$ cat src/rtl/core/mswf_pkg.sv
package mswf_pkg;

   // default capacity of the ring store
   localparam int DEPTH_DEFAULT = 16;

   // configuration port
   localparam int CSR_ADDR_W = 3;
   localparam int CSR_DATA_W = 32;
   localparam logic [7:0] SWITCH_CODE_RESET = 8'hFF;
   localparam logic REG_SWITCH_CODE = 1'b0;

   // request commands
   localparam logic CMD_PUT = 1'b0;
   localparam logic CMD_GET = 1'b1;

   // result status codes
   localparam logic [2:0] STATUS_PUT       = 3'd0;
   localparam logic [2:0] STATUS_OVERWRITE = 3'd1;
   localparam logic [2:0] STATUS_EMPTY     = 3'd2;
   localparam logic [2:0] STATUS_DELIVER   = 3'd3;
   localparam logic [2:0] STATUS_SWITCH    = 3'd4;

   typedef struct packed {
      logic       cmd;
      logic [7:0] put_byte;
   } req_type;

   typedef struct packed {
      logic [2:0] status;
      logic [7:0] data_out;
      logic       domain;
      logic       mode_now;
      logic [4:0] fill_level;
   } rsp_type;

   // controller to datapath commands
   typedef struct packed {
      logic put;
      logic get_empty;
      logic get_fetch;
      logic get_eval;
   } dp_cmd_type;

   // datapath to controller status
   typedef struct packed {
      logic empty;
   } dp_stat_type;

endpackage

$ cat src/rtl/core/mode_switching_overwrite_fifo.sv
// Overwriting byte ring buffer with a mode-switch code.
// Request channel (req_valid, req_stall, req_data): a put stores put_byte, and
// on a full buffer overwrites the oldest byte; a get pops the oldest byte.
// Response channel (rsp_valid, rsp_stall, rsp_data): exactly one response per
// request, carrying status, popped byte, its domain, current mode and fill level.
// A popped byte equal to switch_code toggles the mode and empties the buffer.
// APB port: switch_code at byte address 0, pready tied high.
// A put or a get on an empty buffer shows its response in the cycle after the
// request is taken; a get on a non-empty buffer passes first through the
// registered read of the byte store and then through the switch-code compare.
// Throughput: one put per cycle while the response is not stalled.
// A stalled response holds off the next request: a request waits while the
// response register is full and the receiver keeps rsp_stall high, and for the
// compare step (ST_EVAL) that follows a non-empty get.
// Reset clears pointers, fill count and mode (low domain) and sets switch_code
// to 255; the byte store is not cleared, as entries are read only once written.
module mode_switching_overwrite_fifo
   import mswf_pkg::*;
#(
   parameter int DEPTH = DEPTH_DEFAULT
) (
   input  logic                  clock,
   input  logic                  reset,
   input  logic                  req_valid,
   output logic                  req_stall,
   input  req_type               req_data,
   output logic                  rsp_valid,
   input  logic                  rsp_stall,
   output rsp_type               rsp_data,
   input  logic                  psel,
   input  logic                  penable,
   input  logic                  pwrite,
   input  logic [CSR_ADDR_W-1:0] paddr,
   input  logic [CSR_DATA_W-1:0] pwdata,
   output logic [CSR_DATA_W-1:0] prdata,
   output logic                  pready
);

   dp_cmd_type  cmd;
   dp_stat_type stat;

   assign pready = 1'b1;

   // handshake and sequencing
   mswf_ctrl u_ctrl (
      .clock     (clock),
      .reset     (reset),
      .req_valid (req_valid),
      .req_stall (req_stall),
      .req_data  (req_data),
      .rsp_valid (rsp_valid),
      .rsp_stall (rsp_stall),
      .stat      (stat),
      .cmd       (cmd)
   );

   // store, pointers, mode and configuration
   mswf_dp #(
      .DEPTH (DEPTH)
   ) u_dp (
      .clock    (clock),
      .reset    (reset),
      .req_data (req_data),
      .cmd      (cmd),
      .stat     (stat),
      .rsp_data (rsp_data),
      .psel     (psel),
      .penable  (penable),
      .pwrite   (pwrite),
      .paddr    (paddr),
      .pwdata   (pwdata),
      .prdata   (prdata)
   );

endmodule

$ cat src/rtl/core/mswf_dp.sv
module mswf_dp
   import mswf_pkg::*;
#(
   parameter int DEPTH = DEPTH_DEFAULT
) (
   input  logic                  clock,
   input  logic                  reset,
   input  req_type               req_data,
   input  dp_cmd_type            cmd,
   output dp_stat_type           stat,
   output rsp_type               rsp_data,
   input  logic                  psel,
   input  logic                  penable,
   input  logic                  pwrite,
   input  logic [CSR_ADDR_W-1:0] paddr,
   input  logic [CSR_DATA_W-1:0] pwdata,
   output logic [CSR_DATA_W-1:0] prdata
);

   localparam int PTR_W = (DEPTH > 1) ? $clog2(DEPTH) : 1;
   localparam int CNT_W = $clog2(DEPTH + 1);
   localparam logic [PTR_W-1:0] PTR_LAST = PTR_W'(DEPTH - 1);
   localparam logic [CNT_W-1:0] CNT_FULL = CNT_W'(DEPTH);

   logic [7:0]       mem [DEPTH];
   logic [7:0]       rd_data_ff;
   logic [PTR_W-1:0] rptr_ff, rptr_in;
   logic [PTR_W-1:0] wptr_ff, wptr_in;
   logic [CNT_W-1:0] count_ff, count_in;
   logic             mode_ff, mode_in;
   logic [7:0]       switch_code_ff, switch_code_in;
   rsp_type          rsp_ff, rsp_in;
   logic             rsp_load;
   logic             full;
   logic             is_switch;
   logic [CNT_W+4:0] count_pad;
   logic [PTR_W-1:0] rptr_next;
   logic [PTR_W-1:0] wptr_next;

   // wrapping pointer increments
   assign rptr_next = (rptr_ff == PTR_LAST) ? '0 : rptr_ff + PTR_W'(1);
   assign wptr_next = (wptr_ff == PTR_LAST) ? '0 : wptr_ff + PTR_W'(1);

   assign full       = (count_ff == CNT_FULL);
   assign stat.empty = (count_ff == '0);
   assign is_switch  = (rd_data_ff == switch_code_ff);

   // pointer, count and mode updates
   always_comb begin
      rptr_in  = rptr_ff;
      wptr_in  = wptr_ff;
      count_in = count_ff;
      mode_in  = mode_ff;
      if (cmd.put) begin
         wptr_in = wptr_next;
         if (full) begin
            rptr_in = rptr_next;
         end else begin
            count_in = count_ff + CNT_W'(1);
         end
      end else if (cmd.get_fetch) begin
         rptr_in  = rptr_next;
         count_in = count_ff - CNT_W'(1);
      end else if (cmd.get_eval && is_switch) begin
         rptr_in  = wptr_ff;
         count_in = '0;
         mode_in  = ~mode_ff;
      end
   end

   // fill level is the count masked to five bits
   assign count_pad = {5'b0, count_in};

   // result assembly
   assign rsp_load = cmd.put || cmd.get_empty || cmd.get_eval;
   always_comb begin
      rsp_in            = rsp_ff;
      if (rsp_load) begin
         rsp_in.data_out   = '0;
         rsp_in.domain     = 1'b0;
         rsp_in.mode_now   = mode_in;
         rsp_in.fill_level = count_pad[4:0];
         if (cmd.put) begin
            rsp_in.status = full ? STATUS_OVERWRITE : STATUS_PUT;
         end else if (cmd.get_empty) begin
            rsp_in.status = STATUS_EMPTY;
         end else if (is_switch) begin
            rsp_in.status = STATUS_SWITCH;
         end else begin
            rsp_in.status   = STATUS_DELIVER;
            rsp_in.data_out = rd_data_ff;
            rsp_in.domain   = mode_ff;
         end
      end
   end

   assign rsp_data = rsp_ff;

   // configuration register
   always_comb begin
      switch_code_in = switch_code_ff;
      if (psel && penable && pwrite && (paddr[2] == REG_SWITCH_CODE)) begin
         switch_code_in = pwdata[7:0];
      end
   end

   assign prdata = (paddr[2] == REG_SWITCH_CODE) ?
                   {{(CSR_DATA_W-8){1'b0}}, switch_code_ff} : '0;

   // control state
   always_ff @(posedge clock) begin
      if (reset) begin
         rptr_ff        <= '0;
         wptr_ff        <= '0;
         count_ff       <= '0;
         mode_ff        <= 1'b0;
         switch_code_ff <= SWITCH_CODE_RESET;
      end else begin
         rptr_ff        <= rptr_in;
         wptr_ff        <= wptr_in;
         count_ff       <= count_in;
         mode_ff        <= mode_in;
         switch_code_ff <= switch_code_in;
      end
   end

   // result payload register
   always_ff @(posedge clock) begin
      rsp_ff <= rsp_in;
   end

   // byte store, registered read at the read pointer
   always_ff @(posedge clock) begin
      if (cmd.put) begin
         mem[wptr_ff] <= req_data.put_byte;
      end
      if (cmd.get_fetch) begin
         rd_data_ff <= mem[rptr_ff];
      end
   end

   // fill count stays within capacity
   assert property (@(posedge clock) disable iff (reset) count_ff <= CNT_FULL)
      else $error("fill count above capacity");

   // a mode switch always leaves the store empty
   assert property (@(posedge clock) disable iff (reset)
                    (cmd.get_eval && is_switch) |=> (count_ff == '0) && (rptr_ff == wptr_ff))
      else $error("store not cleared after mode switch");

   // a put on a full store keeps it full
   assert property (@(posedge clock) disable iff (reset)
                    (cmd.put && full) |=> full)
      else $error("overwrite changed the fill count");

endmodule

$ cat src/rtl/core/mswf_ctrl.sv
module mswf_ctrl
   import mswf_pkg::*;
(
   input  logic        clock,
   input  logic        reset,
   input  logic        req_valid,
   output logic        req_stall,
   input  req_type     req_data,
   output logic        rsp_valid,
   input  logic        rsp_stall,
   input  dp_stat_type stat,
   output dp_cmd_type  cmd
);

   localparam logic ST_IDLE = 1'b0;
   localparam logic ST_EVAL = 1'b1;

   logic state_ff, state_in;
   logic rsp_valid_ff, rsp_valid_in;
   logic out_free;
   logic accept;
   logic is_get;

   // request is taken only when idle and the result register can take a result
   assign out_free  = !rsp_valid_ff || !rsp_stall;
   assign req_stall = (state_ff != ST_IDLE) || !out_free;
   assign accept    = req_valid && !req_stall;
   assign is_get    = (req_data.cmd == CMD_GET);

   // datapath commands
   assign cmd.put       = accept && !is_get;
   assign cmd.get_empty = accept && is_get && stat.empty;
   assign cmd.get_fetch = accept && is_get && !stat.empty;
   assign cmd.get_eval  = (state_ff == ST_EVAL);

   // next state
   always_comb begin
      case (state_ff)
         ST_IDLE: begin
            state_in = cmd.get_fetch ? ST_EVAL : ST_IDLE;
         end
         ST_EVAL: begin
            state_in = ST_IDLE;
         end
         default: begin
            state_in = ST_IDLE;
         end
      endcase
   end

   // result valid flag
   always_comb begin
      rsp_valid_in = rsp_valid_ff;
      if (cmd.put || cmd.get_empty || cmd.get_eval) begin
         rsp_valid_in = 1'b1;
      end else if (rsp_valid_ff && !rsp_stall) begin
         rsp_valid_in = 1'b0;
      end
   end

   assign rsp_valid = rsp_valid_ff;

   always_ff @(posedge clock) begin
      if (reset) begin
         state_ff     <= ST_IDLE;
         rsp_valid_ff <= 1'b0;
      end else begin
         state_ff     <= state_in;
         rsp_valid_ff <= rsp_valid_in;
      end
   end

   // evaluation only follows a fetch
   assert property (@(posedge clock) disable iff (reset)
                    (state_ff == ST_EVAL) |-> $past(cmd.get_fetch))
      else $error("evaluation without fetch");

   // result register is free when a fetched byte is evaluated
   assert property (@(posedge clock) disable iff (reset)
                    (state_ff == ST_EVAL) |-> !rsp_valid_ff)
      else $error("result register busy during evaluation");

   // at most one datapath command per cycle
   assert property (@(posedge clock) disable iff (reset)
                    $onehot0({cmd.put, cmd.get_empty, cmd.get_fetch, cmd.get_eval}))
      else $error("conflicting datapath commands");

endmodule

$ cat config.mk
export PLATFORM = sky130hd
export DESIGN_NAME = mode_switching_overwrite_fifo
export DESIGN_NICKNAME = d
export VERILOG_FILES = /design/src/rtl/core/mswf_pkg.sv /design/src/rtl/core/mode_switching_overwrite_fifo.sv /design/src/rtl/core/mswf_dp.sv /design/src/rtl/core/mswf_ctrl.sv
export SDC_FILE = /design/constraint.sdc
export NUM_CORES = 1
export LEC_CHECK = 0
export BUFFER_PORTS_ARGS = -buffer_cell sky130_fd_sc_hd__buf_2
export CORE_MARGIN = 2
export CORE_UTILIZATION = 57
export CTS_CLUSTER_DIAMETER = 40
export DETAILED_ROUTE_END_ITERATION = 16
export PLACE_DENSITY_LB_ADDON = 0.12
export SLEW_MARGIN = 10
export SYNTH_ARGS = -nofsm -noshare
export SYNTH_HDL_FRONTEND = slang
export SYNTH_SLANG_ARGS = --single-unit
export TNS_END_PERCENT = 5
$ cat constraint.sdc
create_clock -name clock -period 2.76 [get_ports clock]
set_input_delay 0.138 -clock clock [delete_from_list [all_inputs] [get_ports clock]]
set_output_delay 0.138 -clock clock [all_outputs]
set_load 0.1 [all_outputs]
* After elaboration in Yosys (flattened, before gate mapping)
Memory sizes are Yosys's and may differ from the RTL's. A register that Yosys moved wholly into a read port is not among the register bits.
Cells that the tools add are included.
** Operators by class
- $add $sub $neg :: 4
- Bitwise operators :: 3
- Muxes and demuxes :: 24
- Reduce and logical (&&, ||, !) cells :: 25
- Equal/unequal tests :: 5
** Operator list (number)
- $mux W4 :: 6
- $mux W5 :: 4
- $logic_and A1 B1 Y1 :: 10
- $mux W1 :: 9
- $mux W3 :: 3
- $add A4 B1 Y4 const B :: 2
- $eq A4 B4 Y1 const B :: 2
- $eq A8 B8 Y1 :: 1
- $mux W8 :: 1
- $logic_not A1 Y1 :: 6
- $add A5 B1 Y5 const B :: 1
- $eq A5 B5 Y1 const B :: 1
- $logic_not A5 Y1 :: 1
- $sub A5 B1 Y5 const B :: 1
- $logic_or A1 B1 Y1 :: 4
- $not A1 Y1 :: 3
- $reduce_bool A3 Y1 :: 1
- $reduce_or A3 Y1 :: 1
- $ne A2 B2 Y1 const B :: 1
- $pmux W1 S2 :: 1
- $reduce_and A2 Y1 :: 1
- $reduce_bool A2 Y1 :: 1
** Word-level totals
- Output and inout port bits :: 53
- Logic and storage cells :: 74
- RAM bits :: 128
- Memories kept :: 1
- Flip-flop bits (word level) :: 42
- Bits of input ports :: 51
** Memory list
- u_dp.mem :: depth 16, bits a word 8, rd ports 1, clocked after memory_dff 1, write ports 1, RTL line mswf_dp.sv:25 : logic [7:0] mem [DEPTH];

* Logic depth before layout (Yosys ltp)
Gate-level depths: netlist of run 1.
- Word-level depth :: 11
- Depth in mapped cells :: 7

* Hierarchy
A second synthesis of run 1 with hierarchy kept.
** Second synthesis, totals
- Cell total of the unflattened synthesis :: 487
- Area total of the unflattened synthesis :: 7514.7 µm²
** Modules (own cells, without submodules)
- mswf_dp :: instances 1, cells an instance 471, area each 7394.6 µm²
- mswf_ctrl :: instances 1, cells an instance 14, area each 108.9 µm²
- mode_switching_overwrite_fifo :: instances 1, cells an instance 2, area each 11.3 µm²

* Worst setup path after synthesis of run 1
No wires, ideal clock.
- Path type :: flip-flop to flip-flop
- From :: reg u_ctrl.rsp_valid_ff, in the netlist u_ctrl.rsp_valid
- To :: mem u_dp.mem[3][0], enable pin
- Slack :: 0.103 ns
- Path buffers :: 0
- Stages on the path, launching flop included :: 6
- Period minus slack after synthesis :: 2.657 ns
- Data arrival time :: 2.273 ns
- Path through :: dfxtp_1 > a21oi_4 > inv_4 > nor3_4 > nand2_1 > nor3_1
** Between the ends
- Word-level cells in the longest chain between the ends :: 9
** RTL lines
- start, declared :: RTL line mswf_ctrl.sv:19 : logic rsp_valid_ff, rsp_valid_in;
- start signal, assigned :: RTL line mswf_ctrl.sv:69 : rsp_valid_ff <= rsp_valid_in;
- $logic_not A1 Y1 :: RTL line mswf_ctrl.sv:25 : assign out_free = !rsp_valid_ff || !rsp_stall;
- $logic_or A1 B1 Y1 :: RTL line mswf_ctrl.sv:25
- $logic_not A1 Y1 :: RTL line mswf_ctrl.sv:26 : assign req_stall = (state_ff != ST_IDLE) || !out_free;
- $logic_or A1 B1 Y1 :: RTL line mswf_ctrl.sv:26
- named net req_stall :: RTL line mode_switching_overwrite_fifo.sv:25 : output logic req_stall,
- $logic_not A1 Y1 :: RTL line mswf_ctrl.sv:27 : assign accept = req_valid && !req_stall;
- $logic_and A1 B1 Y1 :: RTL line mswf_ctrl.sv:27
- $logic_and A1 B1 Y1 :: RTL line mswf_ctrl.sv:31 : assign cmd.put = accept && !is_get;
- $mux W1 :: RTL line mswf_dp.sv:134 : if (cmd.put) begin
- $mux W1 (implied by the code) :: RTL line mswf_dp.sv:135 : mem[wptr_ff] <= req_data.put_byte;
- end, declared :: RTL line mswf_dp.sv:25
The timed path passes the listed nets, and every way through them passes these cells.

* Worst setup path in the final report of run 1
- From :: reg u_dp.count_ff[0]
- To :: reg u_dp.rsp_ff (netlist bit u_dp.rsp_data[8]), enable pin
** Between the ends
- Word-level cells in the longest chain between the ends :: 4
** RTL lines
- start, declared :: RTL line mswf_dp.sv:29 : logic [CNT_W-1:0] count_ff, count_in;
- start signal, assigned :: RTL line mswf_dp.sv:121 : count_ff <= count_in;
- $logic_not A5 Y1 :: RTL line mswf_dp.sv:45 : assign stat.empty = (count_ff == '0);
- $logic_and A1 B1 Y1 :: RTL line mswf_ctrl.sv:32 : assign cmd.get_empty = accept && is_get && stat.empty;
- $logic_or A1 B1 Y1 (2 in a row) :: RTL line mswf_dp.sv:75 : assign rsp_load = cmd.put || cmd.get_empty || cmd.get_eval;
- end signal, assigned :: RTL line mswf_dp.sv:129 : rsp_ff <= rsp_in;
- end, declared :: RTL line mswf_dp.sv:32 : rsp_type rsp_ff, rsp_in;
No other way between the ends.
A chain may end at the register's enable or synchronous reset.

==> reports/metrics.yaml, run 1 <==
cells_and_area:
  area_growth_pct: 14.1
  regArea_mm2: 0.00511
  final_common_cell: "edfxtp_1"
  multiInputGateArea_mm2: 0.00232
  diodes: 0
  fin_cells: 766
  fillCellCount: 914
  fin_util_pct: 66.3
  final_nets: 635
  drive_gt1_share_pct: 24.7
  final_cell_mix: "154 x edfxtp_1, 52 x buf_2, 49 x nand2_1"
detailed_routing:
  wl_um: 14500
  drc: 0
  ant_nets: 0
  drtPass1Iterations: 4
  drtIter0Drc: 336
  vias: 4313
  avgViaCountPerCell: 5.63
  avgRoutedWirePerCell_um: 18.9
global_route:
  track_usage_pct: 21.4
  use_met1_pct: 28.6
  grt_pass1_wl_um: 22600
  grt_remaining_overflow: 0
  grt_pass1_vias: 4151
  use_met3_pct: 4.56
  met2_usage_pct: 34.7
  grt_antenna_before_repair: 0
  top_usage_layer: "met2"
  grt_max_degree: 37
cts:
  cts_sinks: 178
  ctsResizeCount: 0
  cts-htree-levels: 4
  clkTransAtPathRegs_ps: 60
  cts_made_buffers: 17
  root_buffer: "clkbuf_16"
  insertion_delay_ps: 420
  clockBufferDepth: 2
  cts_tree: "yes"
yosys:
  synth_top_area_share_pct: 60.3
  synth_area_leader_cell: "edfxtp_1"
  synth_edf_count: 154
  yosysWarnings: 0
  synth-seq-cells: 178
  seq_area_frac_synth_pct: 66.6
  synth_area_leaders: "edfxtp_1 60%, mux4_2 9.4%, dfxtp_1 6.3%"
  synth_area_mm2: 0.00767
  postSynthCellCount: 501
  async_reset_ff_share_pct: 0
  synthDistinctLibCells: 60
  yosys_most_used_dff: "edfxtp_1"
  avgSynthCellArea_um2: 15.3
job:
  cap_violations: 0
worst_setup_path:
  path_max_fanout: 18
  path_class: "flip-flop to flip-flop"
  path_delay_family: "simple AND/OR/NAND/NOR gates"
  crit_arrival_ps: 2350
  path_buf_inv: 2
  cp_cell_sequence: "inv_1 -> ha_1 -> nor3b_2 -> nand2b_1 -> a21oi_1 -> buf_4 -> or2_2"
  cp_slowest_cell: "dfxtp_1"
  endpoint_kind: "flip-flop"
  critPathLaunchType: "flip-flop"
  required_ps: 2830
  cpPeakStageDelay_ps: 380
die:
  dieArea_mm2: 0.0144
  die_w_um: 120
  dieHeight_um: 120
  rows: 42
  coreArea_mm2: 0.0132
  start_util_pct: 58.1
  io_pins: 104
sta:
  fin_setup_tns_ps: 0
  holdWs_ps: 113
  clock_skew_ps: 6.93
  slew_headroom_pct: 50.3
  tightest_slew_ps: 745
  setup_viol: 0
  period_minus_slack_ps: 2280
  drv_slew: 0
  hold_viol: 0
  rsz0062_at_grt: "no"
  fmax_mhz: 439
  period_share_pct: 82.5
pwr:
  vdd_drop_max_mv: 0.445
  total_power_w: 0.00670
  powerDensity_mw_per_mm2: 766
  power.static_leakage_nw: 3.03
placed_design:
  port_buffers: 52
  dp.cells: 726
  gp_congestion: 0.857
  dpl.hpwl_um: 9310
min_path:
  min_path_type: "input pin to flip-flop"
outcome:
  status: "finished, final reports clean"
## flip-flops by register name (all words and copies together) (netlist names)
name                 count
u_dp.rsp_data           18
u_ctrl.state_ff          1
u_ctrl.rsp_valid         1
u_dp.count_ff            5
u_dp.mode_ff             1
u_dp.switch_code_ff      8
u_dp.rd_data_ff          8
u_dp.rptr_ff             4
u_dp.wptr_ff             4
u_dp.mem               128
## repair_timing
action | CTS | global route
setup buffers | 0 | 0
hold buffers | 8 | 0
hold endpoints to repair | 8 | 0
## area by class of cell
class,instances,share of cell area (%)
sequential,178,58.4
multi-input combinational,289,26.5
timing repair buffer,83,6.01
clock buffer,25,5.21
tap,176,2.52
clock inverter,7,1.03
inverter,8,0.372
## kinds of logic (layout without fill, tap and decap cells)
kind of cell               after synthesis  in the layout  synth area share [%]
DFF                                    178            178                  66.6
buffers and inverters                   57            123                  4.32
other                                    2             25                0.0979
xor gates and xnor gates                11             11                  1.26
adders and majority gates                7              7                  1.14
and+or+nand+nor                        147            147                  10.8
muxes                                   34             34                  9.66
AOI/OAI and AO/OA                       65             65                  6.17
## power by group
part	leakage (nW)	internal, W	switching (W)
Clock	0.261	0.00133	0.000909
Sequential	1.60	0.00306	0.0000624
Combinational	1.17	0.000305	0.00104
Total	3.03	0.00469	0.00201
## synthesized netlist by cell type, types with 7 or more instances
cell type    n
edfxtp_1   154
nand2_1     49
mux4_2      32
buf_4       29
dfxtp_1     24
nor2_1      23
nor2b_1     22
a21oi_1     18
clkbuf_1    13
a211oi_1    10
a31oi_1     10
and2_1      10
xor2_1      10
nand3b_1     8
ha_1         7
inv_1        7
## stage by stage
step                      setup slack [ps]  cell area, um^2
after global placement                 575             8120
after CTS                              488             8750
final                                  484             8750
after detailed placement               503             8120
after floorplan                        103             7750
after global routing                   315             8750
## path summary, 6_finish.rpt
| check | startpoint | endpoint | slack [ps] | cells after the start |
|---|---|---|---|---|
| max | u_dp.count_ff[0] | u_dp.rsp_data[8] | 480 | 7 |
| min | req_data[4] | u_dp.mem[6][4] | 110 | 1 |
| max reg2reg | u_dp.count_ff[0] | u_dp.rsp_data[8] | 480 | 7 |
| min reg2reg | u_dp.switch_code_ff[7] | u_dp.switch_code_ff[7] | 500 | 2 |
## routing by layer
metal | vias up | wire [um]
met5 | - | 0
met1 | 2137 | 6150
met4 | 0 | 312
met2 | 151 | 7250
met3 | 23 | 745
li1 | 2002 | -
No activity file was read; power rests on OpenSTA's default activity.
==> run 2: changes to the inputs <==
Settings changed: CORE_UTILIZATION 57 to 52.
Clock period 2.76 ns to 2.04 ns, I/O delays scaled along.
==> reports/metrics.yaml, run 2 (synthesis gave the netlist of run 1 again) <==
cells_and_area:
  final_nets: 652
  diodes: 0
  drive_gt1_share_pct: 30.3
  final_common_cell: "edfxtp_1"
  regMostFlops: "u_dp.mem"
  final_cell_area_mm2: 0.00905
  final_cell_mix: "154 x edfxtp_1, 52 x buf_2, 48 x nand2_1"
  largest_reg_flops: 128
  area_growth_pct: 18.0
  fillCellCount: 1056
worst_setup_path:
  endpoint_kind: "flip-flop"
  required_ps: 2170
  crit_arrival_ps: 2070
  path_max_fanout: 5
  critPathLaunchType: "flip-flop"
  path_class: "flip-flop to flip-flop"
detailed_routing:
  avgRoutedWirePerCell_um: 19.0
  ant_nets: 0
  avgViaCountPerCell: 5.50
  drc: 0
  drtIter0Drc: 298
  vias: 4350
  wl_um: 15000
  drtPass1Iterations: 4
global_route:
  track_usage_pct: 20.2
  grt_antenna_before_repair: 0
  grt_remaining_overflow: 0
  grt_pass1_wl_um: 24000
  grt_max_degree: 37
  grt_pass1_vias: 4362
cts:
  cts_tree: "yes"
  root_buffer: "clkbuf_16"
  clockBufferDepth: 2
  cts-htree-levels: 4
  insertion_delay_ps: 440
  cts_made_buffers: 17
  clkTransAtPathRegs_ps: 70
  cts_sinks: 178
sta:
  fmax_mhz: 515
  rsz0062_at_grt: "no"
  period_share_pct: 95.2
  drv_slew: 0
  tightest_slew_ps: 772
  hold_viol: 0
  slew_headroom_pct: 48.5
  period_minus_slack_ps: 1940
  setup_viol: 0
  holdWs_ps: 69.2
  clock_skew_ps: 21.5
pwr:
  switchingPower_w: 0.00299
  vdd_drop_max_mv: 0.746
  power.static_leakage_nw: 3.17
  pwr-share-clk_pct: 34.1
  combPwrFrac_pct: 21.2
  p_int_w: 0.00641
  sw_frac_of_total_pct: 31.8
  pwr-share-seq_pct: 44.7
  powerDensity_mw_per_mm2: 1040
placed_design:
  port_buffers: 52
  gp_congestion: 0.820
  placed_area_mm2: 0.00834
  dpl.hpwl_um: 9790
die:
  io_pins: 104
  start_util_pct: 53.0
  dieHeight_um: 125
  die_w_um: 125
  coreArea_mm2: 0.0145
  rows: 44
  dieArea_mm2: 0.0157
outcome:
  status: "finished, final reports clean"
job:
  cap_violations: 0
min_path:
  min_path_type: "input pin to flip-flop"
run 2: changes by cell type in the layout (fill, tap and decap cells not counted), moves of 3 or more:
cell and delta:
buf_4 +13, clkbuf_1 -8, inv_6 +6, buf_12 +4, inv_8 +4, nor3_1 -4
nor2_1 -3, nor2_2 +3, nor3_2 +3
run 2: final timing paths:
check | from | to | slack, ps | depth (start not counted)
setup / recovery | u_dp.rptr_ff[0] | u_dp.rd_data_ff[7] | 100 | 6
hold / removal | req_data[1] | u_dp.mem[10][1] | 70 | 1
setup reg to reg | u_dp.rptr_ff[0] | u_dp.rd_data_ff[7] | 100 | 6
hold reg to reg | u_dp.switch_code_ff[2] | u_dp.switch_code_ff[2] | 500 | 2
run 2: critical path, stage by stage (launching register included):
cell	delay [ps]
dfxtp_2	370
buf_4	180
mux4_2	510
nor2b_1	150
a211oi_1	220
buf_4	170
a31oi_1	40
run 2: cell type report:
| type | count | area, um^2 | share of cell area, % |
|---|---|---|---|
| Clock buffer | 17 | 425 | 4.70 |
| Timing Repair Buffer | 100 | 703 | 7.77 |
| Inverter | 8 | 35.0 | 0.387 |
| Sequential cell | 178 | 5110 | 56.5 |
| Multi-Input combinational cell | 289 | 2380 | 26.3 |
| Clock inverter | 15 | 161 | 1.78 |
| Tap cell | 184 | 230 | 2.54 |
run 2: routing by layer:
layer  vias to the layer above  wire length, um  GRT usage [%]
met4                         0              333           8.63
met5                         -                0              0
met2                       119             7470           32.2
met1                      2166             6600           27.1
li1                       2048                -              -
met3                        17              581           4.62
run 2: power groups by stage:
stage	Clock, W	Sequential, W	Combinational [W]
after floorplan	0	0.00484	0.000965
after detailed placement	0	0.00428	0.00194
after CTS	0.00329	0.00420	0.00197
final	0.00321	0.00420	0.00199
after global routing	0.00342	0.00421	0.00210
after global placement	0	0.00428	0.00192
run 2: repair_timing:
action / in CTS / in global routing
setup endpoints to repair: 27 / 29
resized for setup: 2 / 3
buffers inserted: 0 / 2
pin swaps: 0 / 1
hold buffers: 8 / 0
endpoints found under the hold margin: 8 / 0
run 2: per-stage QoR:
step	TNS [ps]	instances	power (W)	utilization, %	setup slack, ps
floorplan	-6890	524	0.00581	-	-75.9
global placement	-42.2	749	0.00620	57.6	-42.2
detailed placement	0	749	0.00622	57.6	12.6
CTS	0	789	0.00946	62.3	31.4
global route	0	791	0.00974	62.5	11.6
finish	0	791	0.00940	62.5	98.5
